<file path="config.mk">
export PLATFORM = sky130hd
export DESIGN_NAME = timer_count_extend_to_ns_flat
export DESIGN_NICKNAME = d
export VERILOG_FILES = /design/src/sv/tcx_pkg.sv /design/src/sv/tcx_sample_if.sv /design/src/sv/tcx_result_if.sv /design/src/sv/tcx_cfg_if.sv /design/src/sv/timer_count_extend_to_ns.sv /design/src/sv/tcx_front.sv /design/src/sv/tcx_queue.sv /design/src/sv/tcx_back.sv /design/src/flat_wrapper.sv
export SDC_FILE = /design/constraint.sdc
export NUM_CORES = 2
export LEC_CHECK = 0
export BUFFER_PORTS_ARGS = -buffer_cell sky130_fd_sc_hd__buf_2
export CAP_MARGIN = 10
export CORE_ASPECT_RATIO = 0.8
export CORE_MARGIN = 3
export CORE_UTILIZATION = 45
export DETAILED_ROUTE_END_ITERATION = 16
export GPL_TIMING_DRIVEN = 1
export PLACE_DENSITY = 0.71
export REMOVE_ABC_BUFFERS = 1
export SYNTH_ARGS = -nofsm -noshare
export SYNTH_HDL_FRONTEND = slang
export SYNTH_SLANG_ARGS = --single-unit
</file>
<file path="constraint.sdc">
create_clock -name clk -period 10.25 [get_ports clk]
set_input_delay 0.5125 -clock clk [delete_from_list [all_inputs] [get_ports clk]]
set_output_delay 0.5125 -clock clk [all_outputs]
set_load 0.02 [all_outputs]
</file>
<file path="src/sv/tcx_pkg.sv">
`default_nettype none

package tcx_pkg;

  localparam int unsigned CNT_W      = 64;
  localparam int unsigned LOW_W      = 32;
  localparam int unsigned FREQ_W     = 30;
  localparam int unsigned ANCHOR_W   = 32;
  localparam int unsigned UNIT_W     = 10;
  localparam int unsigned CFG_IDX_W  = 2;
  localparam int unsigned CFG_DATA_W = 64;

  localparam logic [FREQ_W-1:0] NS_PER_SEC = 30'd1000000000;
  localparam logic [UNIT_W-1:0] UNIT_1000  = 10'd1000;

  localparam int unsigned QUEUE_DEPTH = 2;

  typedef enum logic [CFG_IDX_W-1:0] {
    REG_WIDE_MODE = 2'd0,
    REG_TICK_FREQ = 2'd1,
    REG_BASELINE  = 2'd2,
    REG_ANCHOR    = 2'd3
  } cfg_reg_t;

  typedef enum logic {
    ACT_PRIME   = 1'b0,
    ACT_CONVERT = 1'b1
  } action_t;

  typedef struct packed {
    logic                wide_mode;
    logic [FREQ_W-1:0]   tick_freq;
    logic [CNT_W-1:0]    baseline;
    logic [ANCHOR_W-1:0] anchor;
  } cfg_regs_t;

  typedef struct packed {
    logic [CNT_W-1:0] ext;
  } queue_entry_t;

endpackage

`default_nettype wire

</file>
<file path="src/sv/tcx_sample_if.sv">
`default_nettype none

interface tcx_sample_if;
  import tcx_pkg::*;

  logic             valid;
  logic             ready;
  logic             action;
  logic [CNT_W-1:0] counter_sample;

  modport source (output valid, action, counter_sample, input ready);
  modport sink (input valid, action, counter_sample, output ready);
endinterface

`default_nettype wire

</file>
<file path="src/sv/tcx_result_if.sv">
`default_nettype none

interface tcx_result_if;
  import tcx_pkg::*;

  logic             valid;
  logic             ready;
  logic [CNT_W-1:0] extended_count;
  logic [CNT_W-1:0] elapsed_ns;
  logic [CNT_W-1:0] wall_micros;

  modport source (output valid, extended_count, elapsed_ns, wall_micros, input ready);
  modport sink (input valid, extended_count, elapsed_ns, wall_micros, output ready);
endinterface

`default_nettype wire

</file>
<file path="src/sv/tcx_cfg_if.sv">
`default_nettype none

interface tcx_cfg_if;
  import tcx_pkg::*;

  logic                  valid;
  logic                  ready;
  logic [CFG_IDX_W-1:0]  index;
  logic [CFG_DATA_W-1:0] data;

  modport source (output valid, index, data, input ready);
  modport sink (input valid, index, data, output ready);
endinterface

`default_nettype wire

</file>
<file path="src/sv/timer_count_extend_to_ns.sv">
// Counter timestamp unit: widens raw main-counter readings and turns them
// into nanoseconds since a baseline and wall-clock microseconds.
// Channels: sample (action, counter_sample) in, result (extended_count,
// elapsed_ns, wall_micros) out, cfg (index, data) for the four registers;
// every channel moves a word on a clock edge where valid and ready are high.
// A prime word updates the low-word latch and wrap count on acceptance and
// produces nothing. A convert word is extended on acceptance and queued.
// The back end takes a queued word only when idle and steps it through
// baseline subtract, multiply, sum, the radix-4 long divider (47 steps
// for ticks*1e9/f), a four-step reciprocal divide of ns by 1000 and the
// wall-clock sum into the result register. The queue holds two words, so
// the sample side keeps accepting while the divider works and while a
// result waits.
// A stalled receiver holds the result register; the back end then waits and
// the queue fills, after which sample.ready drops.
// Reset (rst, synchronous) clears the registers, latch, wrap count and queue
// and drops result.valid. cfg.ready stays high; write registers only while
// the block is idle.
`default_nettype none

module timer_count_extend_to_ns #(
  parameter int unsigned DEPTH = tcx_pkg::QUEUE_DEPTH
) (
  input  logic         clk,
  input  logic         rst,
  tcx_sample_if.sink   sample,
  tcx_result_if.source result,
  tcx_cfg_if.sink      cfg
);
  import tcx_pkg::*;

  cfg_regs_t    cfg_regs;
  logic         push_valid;
  queue_entry_t push_entry;
  logic         push_ready;
  logic         pop_valid;
  queue_entry_t pop_entry;
  logic         pop_ready;

  // Register file: accept every write at once; an unknown index is dropped.
  assign cfg.ready = 1'b1;

  always_ff @(posedge clk) begin
    if (rst) begin
      cfg_regs <= '0;
    end else if (cfg.valid && cfg.ready) begin
      case (cfg_reg_t'(cfg.index))
        REG_WIDE_MODE: cfg_regs.wide_mode <= cfg.data[0];
        REG_TICK_FREQ: cfg_regs.tick_freq <= cfg.data[FREQ_W-1:0];
        REG_BASELINE:  cfg_regs.baseline  <= cfg.data[CNT_W-1:0];
        REG_ANCHOR:    cfg_regs.anchor    <= cfg.data[ANCHOR_W-1:0];
        default: begin
        end
      endcase
    end
  end

  // Front: take words, apply primes, extend convert samples.
  tcx_front u_front (
    .clk        (clk),
    .rst        (rst),
    .sample     (sample),
    .cfg_regs   (cfg_regs),
    .push_valid (push_valid),
    .push_entry (push_entry),
    .push_ready (push_ready)
  );

  // Queue: decouple the front from the long-running back end.
  tcx_queue #(
    .DEPTH (DEPTH)
  ) u_queue (
    .clk        (clk),
    .rst        (rst),
    .push_valid (push_valid),
    .push_entry (push_entry),
    .push_ready (push_ready),
    .pop_valid  (pop_valid),
    .pop_entry  (pop_entry),
    .pop_ready  (pop_ready)
  );

  // Back: subtract baseline, scale, divide, hold the result word.
  tcx_back u_back (
    .clk      (clk),
    .rst      (rst),
    .cfg_regs (cfg_regs),
    .q_valid  (pop_valid),
    .q_entry  (pop_entry),
    .q_ready  (pop_ready),
    .result   (result)
  );

endmodule

`default_nettype wire

</file>
<file path="src/sv/tcx_front.sv">
`default_nettype none

module tcx_front (
  input  logic                  clk,
  input  logic                  rst,
  tcx_sample_if.sink            sample,
  input  tcx_pkg::cfg_regs_t    cfg_regs,
  output logic                  push_valid,
  output tcx_pkg::queue_entry_t push_entry,
  input  logic                  push_ready
);
  import tcx_pkg::*;

  logic [LOW_W-1:0] latched_low;
  logic [LOW_W-1:0] latched_low_next;
  logic [LOW_W-1:0] wrap_count;
  logic [LOW_W-1:0] wrap_count_next;
  logic [LOW_W-1:0] low;
  logic             accept;

  assign sample.ready = push_ready;
  assign accept       = sample.valid && sample.ready;
  assign low          = sample.counter_sample[LOW_W-1:0];

  always_comb begin
    latched_low_next = latched_low;
    wrap_count_next  = wrap_count;
    push_valid       = 1'b0;
    push_entry.ext   = sample.counter_sample;
    if (accept) begin
      case (action_t'(sample.action))
        ACT_PRIME: begin
          latched_low_next = cfg_regs.wide_mode ? '0 : low;
          wrap_count_next  = '0;
        end
        ACT_CONVERT: begin
          push_valid = 1'b1;
          if (!cfg_regs.wide_mode) begin
            // the low word going backwards means it wrapped
            wrap_count_next  = (low < latched_low) ? wrap_count + LOW_W'(1) : wrap_count;
            latched_low_next = low;
            push_entry.ext   = {wrap_count_next, low};
          end
        end
        default: begin
        end
      endcase
    end
  end

  always_ff @(posedge clk) begin
    if (rst) begin
      latched_low <= '0;
      wrap_count  <= '0;
    end else begin
      latched_low <= latched_low_next;
      wrap_count  <= wrap_count_next;
    end
  end

endmodule

`default_nettype wire

</file>
<file path="src/sv/tcx_queue.sv">
`default_nettype none

module tcx_queue #(
  parameter int unsigned DEPTH = tcx_pkg::QUEUE_DEPTH
) (
  input  logic                  clk,
  input  logic                  rst,
  input  logic                  push_valid,
  input  tcx_pkg::queue_entry_t push_entry,
  output logic                  push_ready,
  output logic                  pop_valid,
  output tcx_pkg::queue_entry_t pop_entry,
  input  logic                  pop_ready
);
  import tcx_pkg::*;

  localparam int unsigned PTR_W  = (DEPTH > 1) ? $clog2(DEPTH) : 1;
  localparam int unsigned FILL_W = $clog2(DEPTH + 1);

  queue_entry_t      mem [DEPTH];
  logic [PTR_W-1:0]  wr_ptr;
  logic [PTR_W-1:0]  rd_ptr;
  logic [FILL_W-1:0] fill;
  logic              do_push;
  logic              do_pop;

  assign push_ready = (fill != FILL_W'(DEPTH));
  assign pop_valid  = (fill != '0);
  assign pop_entry  = mem[rd_ptr];
  assign do_push    = push_valid && push_ready;
  assign do_pop     = pop_valid && pop_ready;

  always_ff @(posedge clk) begin
    if (do_push) begin
      mem[wr_ptr] <= push_entry;
    end
  end

  always_ff @(posedge clk) begin
    if (rst) begin
      wr_ptr <= '0;
      rd_ptr <= '0;
      fill   <= '0;
    end else begin
      if (do_push) begin
        wr_ptr <= (wr_ptr == PTR_W'(DEPTH - 1)) ? '0 : wr_ptr + PTR_W'(1);
      end
      if (do_pop) begin
        rd_ptr <= (rd_ptr == PTR_W'(DEPTH - 1)) ? '0 : rd_ptr + PTR_W'(1);
      end
      if (do_push && !do_pop) begin
        fill <= fill + FILL_W'(1);
      end else if (do_pop && !do_push) begin
        fill <= fill - FILL_W'(1);
      end
    end
  end

endmodule

`default_nettype wire

</file>
<file path="src/sv/tcx_back.sv">
`default_nettype none

module tcx_back (
  input  logic                  clk,
  input  logic                  rst,
  input  tcx_pkg::cfg_regs_t    cfg_regs,
  input  logic                  q_valid,
  input  tcx_pkg::queue_entry_t q_entry,
  output logic                  q_ready,
  tcx_result_if.source          result
);
  import tcx_pkg::*;

  localparam int unsigned DVD_W      = CNT_W + FREQ_W;
  localparam int unsigned REM_W      = FREQ_W + 1;
  localparam int unsigned PROD_W     = LOW_W + FREQ_W;
  localparam int unsigned AK_W       = ANCHOR_W + UNIT_W;
  localparam int unsigned NS_STEPS   = DVD_W / 2;
  localparam int unsigned US_CHUNK_W = 16;
  localparam int unsigned US_STEPS   = CNT_W / US_CHUNK_W;
  localparam int unsigned US_V_W     = UNIT_W + US_CHUNK_W;
  localparam int unsigned RECIP_W    = 27;
  localparam int unsigned RECIP_SH   = 36;
  localparam int unsigned US_PROD_W  = US_V_W + RECIP_W;
  localparam int unsigned STEP_W     = $clog2(NS_STEPS);

  // ceil(2^36 / 1000)
  localparam logic [RECIP_W-1:0] RECIP_1000 = 27'd68719477;

  typedef enum logic [7:0] {
    S_IDLE   = 8'b0000_0001,
    S_SUB    = 8'b0000_0010,
    S_MUL_LO = 8'b0000_0100,
    S_MUL_HI = 8'b0000_1000,
    S_SUM    = 8'b0001_0000,
    S_DIV_NS = 8'b0010_0000,
    S_DIV_US = 8'b0100_0000,
    S_WALL   = 8'b1000_0000
  } back_state_t;

  back_state_t       state;
  logic [CNT_W-1:0]  ext_r;
  logic [CNT_W-1:0]  ticks;
  logic [PROD_W-1:0] prod_lo;
  logic [PROD_W-1:0] prod_hi;
  logic [AK_W-1:0]   anchor_k;
  logic [CNT_W-1:0]  ns_r;
  logic [DVD_W-1:0]  dvd;
  logic [FREQ_W-1:0] rem;
  logic [FREQ_W-1:0] div_d;
  logic [STEP_W-1:0] step_cnt;
  logic              res_valid;
  logic [CNT_W-1:0]  res_ext;
  logic [CNT_W-1:0]  res_ns;
  logic [CNT_W-1:0]  res_us;

  logic [REM_W-1:0]  r1_sh;
  logic [REM_W-1:0]  r2_sh;
  logic              ge1;
  logic              ge2;
  logic [FREQ_W-1:0] r1;
  logic [FREQ_W-1:0] rem_step;
  logic [DVD_W-1:0]  dvd_step;
  logic [CNT_W-1:0]  ns_from_div;
  logic              freq_zero;
  logic              result_free;

  logic [CNT_W-1:0]      ns_sh;
  logic [CNT_W-1:0]      us_q;
  logic [UNIT_W-1:0]     us_rem;
  logic [US_V_W-1:0]     us_v;
  logic [US_PROD_W-1:0]  us_prod;
  logic [US_CHUNK_W-1:0] us_digit;
  logic [UNIT_W-1:0]     us_rem_step;

  // two restoring steps per cycle
  always_comb begin
    r1_sh    = {rem, dvd[DVD_W-1]};
    ge1      = (r1_sh >= {1'b0, div_d});
    r1       = ge1 ? FREQ_W'(r1_sh - {1'b0, div_d}) : r1_sh[FREQ_W-1:0];
    r2_sh    = {r1, dvd[DVD_W-2]};
    ge2      = (r2_sh >= {1'b0, div_d});
    rem_step = ge2 ? FREQ_W'(r2_sh - {1'b0, div_d}) : r2_sh[FREQ_W-1:0];
    dvd_step = {dvd[DVD_W-3:0], ge1, ge2};
  end

  // ns / 1000 sixteen bits at a time; the partial dividend stays below
  // 1000 * 2^16, where the reciprocal product floors exactly
  assign us_v        = {us_rem, ns_sh[CNT_W-1 -: US_CHUNK_W]};
  assign us_prod     = US_PROD_W'(us_v) * US_PROD_W'(RECIP_1000);
  assign us_digit    = us_prod[RECIP_SH +: US_CHUNK_W];
  assign us_rem_step = UNIT_W'(us_v - US_V_W'(us_digit) * US_V_W'(UNIT_1000));

  assign freq_zero   = (cfg_regs.tick_freq == '0);
  assign ns_from_div = freq_zero ? '0 : dvd_step[CNT_W-1:0];
  assign result_free = !res_valid || result.ready;
  assign q_ready     = (state == S_IDLE);

  assign result.valid          = res_valid;
  assign result.extended_count = res_ext;
  assign result.elapsed_ns     = res_ns;
  assign result.wall_micros    = res_us;

  always_ff @(posedge clk) begin
    if (rst) begin
      state     <= S_IDLE;
      res_valid <= 1'b0;
    end else begin
      case (state)
        S_IDLE:   if (q_valid) begin
          state <= S_SUB;
        end
        S_SUB:    state <= S_MUL_LO;
        S_MUL_LO: state <= S_MUL_HI;
        S_MUL_HI: state <= S_SUM;
        S_SUM:    state <= S_DIV_NS;
        S_DIV_NS: if (step_cnt == '0) begin
          state <= S_DIV_US;
        end
        S_DIV_US: if (step_cnt == '0) begin
          state <= S_WALL;
        end
        S_WALL:   if (result_free) begin
          state <= S_IDLE;
        end
        default:  state <= S_IDLE;
      endcase
      if (state == S_WALL && result_free) begin
        res_valid <= 1'b1;
      end else if (result.ready) begin
        res_valid <= 1'b0;
      end
    end
  end

  always_ff @(posedge clk) begin
    case (state)
      S_IDLE: if (q_valid) begin
        ext_r <= q_entry.ext;
      end
      S_SUB: ticks <= ext_r - cfg_regs.baseline;
      S_MUL_LO: begin
        prod_lo  <= PROD_W'(ticks[LOW_W-1:0]) * PROD_W'(NS_PER_SEC);
        anchor_k <= AK_W'(cfg_regs.anchor) * AK_W'(UNIT_1000);
      end
      S_MUL_HI: prod_hi <= PROD_W'(ticks[CNT_W-1:LOW_W]) * PROD_W'(NS_PER_SEC);
      S_SUM: begin
        // ticks * 1e9 in full; its quotient by f equals the split formula
        dvd      <= {prod_hi, {LOW_W{1'b0}}} + DVD_W'(prod_lo);
        rem      <= '0;
        div_d    <= cfg_regs.tick_freq;
        step_cnt <= STEP_W'(NS_STEPS - 1);
      end
      S_DIV_NS: begin
        if (step_cnt == '0) begin
          ns_r     <= ns_from_div;
          ns_sh    <= ns_from_div;
          us_rem   <= '0;
          step_cnt <= STEP_W'(US_STEPS - 1);
        end else begin
          dvd      <= dvd_step;
          rem      <= rem_step;
          step_cnt <= step_cnt - STEP_W'(1);
        end
      end
      S_DIV_US: begin
        ns_sh  <= {ns_sh[CNT_W-US_CHUNK_W-1:0], {US_CHUNK_W{1'b0}}};
        us_q   <= {us_q[CNT_W-US_CHUNK_W-1:0], us_digit};
        us_rem <= us_rem_step;
        if (step_cnt != '0) begin
          step_cnt <= step_cnt - STEP_W'(1);
        end
      end
      S_WALL: if (result_free) begin
        res_ext <= ext_r;
        res_ns  <= ns_r;
        res_us  <= CNT_W'(anchor_k) + us_q;
      end
      default: begin
      end
    endcase
  end

endmodule

`default_nettype wire

</file>
<file path="src/flat_wrapper.sv">
// flat-port wrapper written by rule: the top's interface ports become plain ports
module timer_count_extend_to_ns_flat import tcx_pkg::*;
#(
  parameter int unsigned DEPTH = tcx_pkg::QUEUE_DEPTH
)
  (clk, rst, sample_valid, sample_action, sample_counter_sample, sample_ready, result_valid, result_extended_count, result_elapsed_ns, result_wall_micros, result_ready, cfg_valid, cfg_index, cfg_data, cfg_ready);
  tcx_sample_if sample_i ();
  tcx_result_if result_i ();
  tcx_cfg_if cfg_i ();
  input  logic clk;
  input  logic rst;
  input wire logic [$bits(sample_i.valid)-1:0] sample_valid;
  input wire logic [$bits(sample_i.action)-1:0] sample_action;
  input wire logic [$bits(sample_i.counter_sample)-1:0] sample_counter_sample;
  output wire logic [$bits(sample_i.ready)-1:0] sample_ready;
  output wire logic [$bits(result_i.valid)-1:0] result_valid;
  output wire logic [$bits(result_i.extended_count)-1:0] result_extended_count;
  output wire logic [$bits(result_i.elapsed_ns)-1:0] result_elapsed_ns;
  output wire logic [$bits(result_i.wall_micros)-1:0] result_wall_micros;
  input wire logic [$bits(result_i.ready)-1:0] result_ready;
  input wire logic [$bits(cfg_i.valid)-1:0] cfg_valid;
  input wire logic [$bits(cfg_i.index)-1:0] cfg_index;
  input wire logic [$bits(cfg_i.data)-1:0] cfg_data;
  output wire logic [$bits(cfg_i.ready)-1:0] cfg_ready;
  assign sample_i.valid = sample_valid;
  assign sample_i.action = sample_action;
  assign sample_i.counter_sample = sample_counter_sample;
  assign sample_ready = sample_i.ready;
  assign result_valid = result_i.valid;
  assign result_extended_count = result_i.extended_count;
  assign result_elapsed_ns = result_i.elapsed_ns;
  assign result_wall_micros = result_i.wall_micros;
  assign result_i.ready = result_ready;
  assign cfg_i.valid = cfg_valid;
  assign cfg_i.index = cfg_index;
  assign cfg_i.data = cfg_data;
  assign cfg_ready = cfg_i.ready;
  timer_count_extend_to_ns #(.DEPTH(DEPTH)) u_core (.clk(clk), .rst(rst), .sample(sample_i), .result(result_i), .cfg(cfg_i));
endmodule
</file>
After elaboration in Yosys (flattened, before gate mapping)
Memories as Yosys holds them, arrays and structs flattened. A register that Yosys moved wholly into a read port is not among the register bits.
Index checks and enable logic that the tools add are counted.

storage, ports and cells
  register bits after elaboration = 967
  memory bits (writable) = 128
  input bits = 136
  memories = 1

memory list
  name                depth  bits a word  read ports  clocked after memory_dff  wr ports  line             text
  u_core.u_queue.mem  2      64           1           1                         1         tcx_queue.sv:20  queue_entry_t mem [DEPTH];

operators by class
  add/sub/neg operators = 12
  $mul = 5
  $lt $le $gt $ge = 3
  equal/unequal tests = 19
  mux-type cells = 38
  bitwise gates (word level) = 1
  reduce and logical (&&, ||, !) cells = 32

operator list
  cell                      count
  $mux W64                  5
  $pmux W94 S2              1
  $mux W32                  4
  $pmux W32 S2              2
  $pmux W64 S2              1
  $mul A32 B21 Y53 const B  2
  $add A94 B62 Y94          1
  $mux W94                  1
  $mux W30                  3
  $add A42 B64 Y64          1
  $pmux W8 S8               1
  $sub A64 B64 Y64          1
  $ge A31 B30 Y1            2
  $pmux W30 S2              1
  $sub A30 B30 Y30          2
  $mul A26 B27 Y52 const B  1
  $mul A32 B7 Y39 const B   1
  $add A32 B1 Y32 const B   1
  $lt A32 B32 Y1            1
  $mux W8                   4
  $logic_not A30 Y1         1
  $reduce_and A2 Y1         11
  $pmux W10 S2              1
  $pmux W6 S3               1
  31 further kinds          60

Logic depth before layout (Yosys ltp)
  word-level depth = 8
  mapped depth = 38

Modules after synthesis
From an unflattened synthesis, not the netlist that was laid out.

second synthesis, totals
  cells, all modules = 8,247
  area total of the unflattened synthesis = 94,077.7 um^2

modules (own cells, without submodules)
  module                    times used  cells each  area each (um^2)
  tcx_back                  1           6,926       79,213.5
  timer_count_extend_to_ns  1           488         5,271.3
  tcx_queue                 1           223         4,837.1
  tcx_front                 1           610         4,755.8

Least setup slack after synthesis
No wires, ideal clock.

  path type = register to register
  from = reg u_core.u_back.state[0]
  to = reg u_core.u_back.res_ns[0] (netlist: u_core.u_back.result.elapsed_ns[0]), enable pin
  library setup time = 0.768 ns
  data arrival time = 9.261 ns
  required time = 9.482 ns
  path slack = 0.221 ns
  cell stages (with the launch flop) = 6
  clock period less this slack = 10.029 ns
  cell sequence = dfxtp_1 nor2_1 nand2_1 nor3_1 nand3b_1 nor2b_1

between the ends
  longest elaborated chain between the ends = 2

ends and longest elaborated chain
  item                                line             text
  start, declared                     tcx_back.sv:41   back_state_t state;
  start signal, assigned              tcx_back.sv:106  state <= S_IDLE;
  start signal, assigned              tcx_back.sv:111  state <= S_SUB;
  start signal, assigned              tcx_back.sv:113  S_SUB: state <= S_MUL_LO;
  $eq A8 B8 Y1                        tcx_back.sv:137  case (state)
  $reduce_and A2 Y1 (no source line)  --
  end signal, assigned                tcx_back.sv:176  res_ns <= ns_r;
  end, declared                       tcx_back.sv:54   logic [CNT_W-1:0] res_ns;

No other way between the ends.
A chain may end at the register's enable or synchronous reset.

Worst setup path after layout
  from = reg u_core.u_back.ns_sh[62]
  to = reg u_core.u_back.us_rem[9] (data pin)

between the ends
  longest elaborated chain between the ends = 4

ends and longest elaborated chain
  item                           line             text
  start, declared                tcx_back.sv:68   logic [CNT_W-1:0] ns_sh;
  start signal, assigned         tcx_back.sv:157  ns_sh <= ns_from_div;
  start signal, assigned         tcx_back.sv:167  ns_sh <= {ns_sh[CNT_W-US_CHUNK_W-1:0], {US_CHUNK_W{1'b0}}};
  $mul A26 B27 Y52               tcx_back.sv:90   assign us_prod = US_PROD_W'(us_v) * US_PROD_W'(RECIP_1000);
  via u_core.u_back.us_prod[38]  tcx_back.sv:72   logic [US_PROD_W-1:0] us_prod;
  $mul A16 B7 Y7                 tcx_back.sv:92   assign us_rem_step = UNIT_W'(us_v - US_V_W'(us_digit) * US_V_W'(UNIT_1000));
  $sub A10 B10 Y10               tcx_back.sv:92
  $pmux W10 S2                   tcx_back.sv:137
  end signal, assigned           tcx_back.sv:169  us_rem <= us_rem_step;
  end, declared                  tcx_back.sv:70   logic [UNIT_W-1:0] us_rem;

The timed path passes the listed nets, and every way through them passes these cells.

==> results.txt <==
- The flow ran to the end, and the final reports show no timing, DRC or antenna violations.
* Cell at the root of the clock tree: clkbuf_16
* Initial cell density of the core: a little under half
- Final period demand of the worst path: 9.85 ns
- Distinct cell type count after synthesis: 88
* Worst setup slack before clock tree synthesis: approximately 0.40 ns
- Vias in the first global route: 63782
- Most common cell in the netlist: inv_1
* Total overflow reported by the global router: 0
* Area of the die: about 0.21 sq mm
- Clock Path Buffers: 3
- Total of fill cells in the finished design: 17965
- The floorplan step set the die width to between 500 and 600 um.
- The total area inside the core boundary comes to 0.205 sq mm.
- Detailed placement ended at an HPWL of around 200000 um.
* Antenna violations before repair: 25
- Input and output buffers added on the ports amount to 329.
- STA puts the critical path data required time at 10.85 ns.
- Average wire per cell in the routed design: 20.9 um
- Before antenna repair, the detailed router went through 7 iterations.
- Standard cell with the maximum stage delay on the critical path: fa_1
* Achievable Freq: between 100 and 150 MHz
* Critical path buffers and inverters: 6
- The number of max-slew violations in the final report was 0.
* Layout overhead on the synthesized area: 10.1%
- Dominant register cell in the synthesized netlist: edfxtp_1
* Total Neg Setup Slack: 0 ns
* Post-layout worst setup margin: approximately 0.40 ns
- RSZ-0062 raised after global routing: false
* Top fanout value on the critical path: 8
- The cell count after synthesis came out at about 8400.
- Total number of clock tree sinks: 1159
* Critical Path Most Common Cell: fa_1
- Counting tap cells, the placed design contains a total of 11278 instances.
* Critical Path End Type: flop
* Number of flip-flops and latches in the synthesized netlist: approximately 1200
- Measured against its own limit, the worst slew margin works out to 22.8%.
- The largest single stage delay on the critical path is 0.61 ns.
- CTS built an H-tree with a depth of 3.
- Global-route wire length before repair: between 300000 and 400000 um
- Setup skew after layout: roughly 0.045 ns
* Vias per cell: 5.39
* Sequential element share of the synthesized area: 35.2%
- Max-cap violations in this run came to 0.
- The number of clock buffers added by TritonCTS is 113.
* Proportion of synthesized flip-flops having asynchronous set or reset: 0%
* Final wirelength: 242000 um
* Post-route clock period utilization: 96.1%
- The worst setup path is launched from a flop.
- Fraction of layout instances using a drive strength above 1: 8.45%
* Vertical die dimension: 413 um
- The Yosys step of the flow raised 0 warnings.
- After synthesis, the largest area contributor takes up 30.8% of total cell area.
- Fin nets: 10973
- Total track usage: 23.0%
* Number of setup violations in the final report: 0
- Hold violation count in the final report: 0
* Critical path class: flop to flop
- Avg Inst Size Synth: 11.1 sq um
- Measured on the finished design, the core utilization comes to 50.1%.
- The min-delay analysis places its worst path in the category input port to flop.
* Clock Latency Late Sink: 0.77 ns
* Largest net degree at the start of global routing: 84
- Total via count after detailed routing: 62393
- Counting flops with a built-in enable in the synthesized netlist gives 955.
* Detailed router's first-iteration violation count: around 5100
- In the post-synthesis netlist, the biggest area contributors are edfxtp_1, fa_1, ha_1.
- The mapped netlist covers 0.0932 sq mm.
- Count of antenna-violating nets left after detailed routing: 0
- Non-filler cells, final: 11568
- For this run, design rule violations remaining after detail routing come to 0.
* Top post-synthesis cells by count: inv_1, ha_1, fa_1
- Data on the critical path arrives at its endpoint at 10.45 ns.
* Count of standard-cell rows: 148
- CTS tree: yes
- Clock-pin transition on the worst setup and hold timing paths: 0.06 ns
* Cell accounting for the most synthesized area: edfxtp_1
* Top Family by Delay on Critical Path: adder cells
* I/O Pins: 331
- For the pin with the worst max-slew slack, the measured transition is 1.16 ns.
* Gpl congestion: 0.945
-- sequential cells by signal, indices dropped and copies added, names as in the netlist, 39 cells and up --
register	cells
u_core.cfg_regs	127
u_core.u_back.prod_lo	53
u_core.u_back.ext_r	64
u_core.u_back.ns_sh	64
u_core.u_back.anchor_k	39
u_core.u_back.ns_r	64
u_core.u_queue.mem	128
u_core.u_back.prod_hi	53
u_core.u_back.us_q	64
u_core.u_back.result.elapsed_ns	64
u_core.u_back.result.extended_count	64
u_core.u_back.result.wall_micros	64
u_core.u_back.dvd	94
u_core.u_back.ticks	64
-- final cells by class --
cell class	count	area (sq um)	share of cell area, %
multi-input combinational	5569	54300	52.9
tap	2700	3380	3.29
sequential	1159	32800	31.9
clock inverter	65	757	0.738
inverter	1470	5520	5.38
antenna	14	35.0	0.0342
clock buffer	145	3100	3.02
timing repair buffer	446	2710	2.64
-- worst min-delay path, stage by stage --
cell	delay, ns
buf_2	0.14
nand2_1	0.07
a21oi_1	0.06
-- final timing paths --
check | start | to | cells after the start | slack (ns)
max | u_core.u_back.ns_sh[62] | u_core.u_back.us_rem[9] | 33 | 0.40
min | cfg_data[32] | u_core.cfg_regs[64] | 3 | 0.06
max reg2reg | u_core.u_back.ns_sh[62] | u_core.u_back.us_rem[9] | 33 | 0.40
min reg2reg | u_core.u_back.ns_r[52] | u_core.u_back.result.elapsed_ns[52] | 0 | 0.41
-- logic make-up (layout without fill, tap and decap cells) --
kind of cell | count (synthesis) | count (layout) | synth area share, %
mux | 148 | 148 | 1.75
other cells | 1 | 15 | 0.00403
compound gates | 1367 | 1367 | 9.11
fa+ha+maj | 2079 | 2079 | 35.7
simple gates | 1562 | 1562 | 7.73
xor+xnor | 412 | 412 | 3.90
flops | 1159 | 1159 | 35.2
buf+inv | 1644 | 2126 | 6.66
-- per-layer routing --
metal	track usage, %	part of all wire [%]	up-vias
met3	4.38	7.8	356
met5	0	0.038	-
met4	6.49	2.9	16
li1	-	-	29003
met2	35.0	43	2142
met1	33.4	46	30876
-- metrics by stage --
stage | instance area [sq um] | hold WS [ns]
after floorplan | 92500 | 0.400
after global placement | 98000 | 0.402
after detailed placement | 98000 | 0.405
after CTS | 102000 | 0.00819
after global routing | 103000 | 0.0314
final | 103000 | 0.0585
-- cell usage in the layout, fill, tap and decap left out, types with 20 or more instances in the layout --
master	n
nand2b_1	53
and3_1	60
o21bai_1	44
edfxtp_1	955
clkbuf_16	115
nor2_1	310
a22oi_1	32
a21oi_1	476
a211oi_1	35
mux2_2	116
buf_4	53
buf_2	328
inv_1	1465
xor2_1	144
nand4_1	66
mux2i_1	32
xnor2_1	265
nand2_1	652
dfxtp_1	203
a31oi_1	46
o21a_1	55
o21ai_0	309
nand3_1	109
o211ai_1	20
a21o_1	192
nor2b_1	54
and2_1	98
or2_2	20
dlygate4sd3_1	61
o31ai_1	32
nor3_1	58
fa_1	962
ha_1	1116
-- repair_timing --
action,4_1_cts,5_1_grt
endpoints found under the setup margin,0,1
setup buffers,0,2
hold endpoints to repair,99,0
gates resized for setup,0,2
hold buffers,61,0
Power is left out: the tool's default activity adds up to more than one toggle a clock period on the data nets, which glitch-free logic cannot reach.
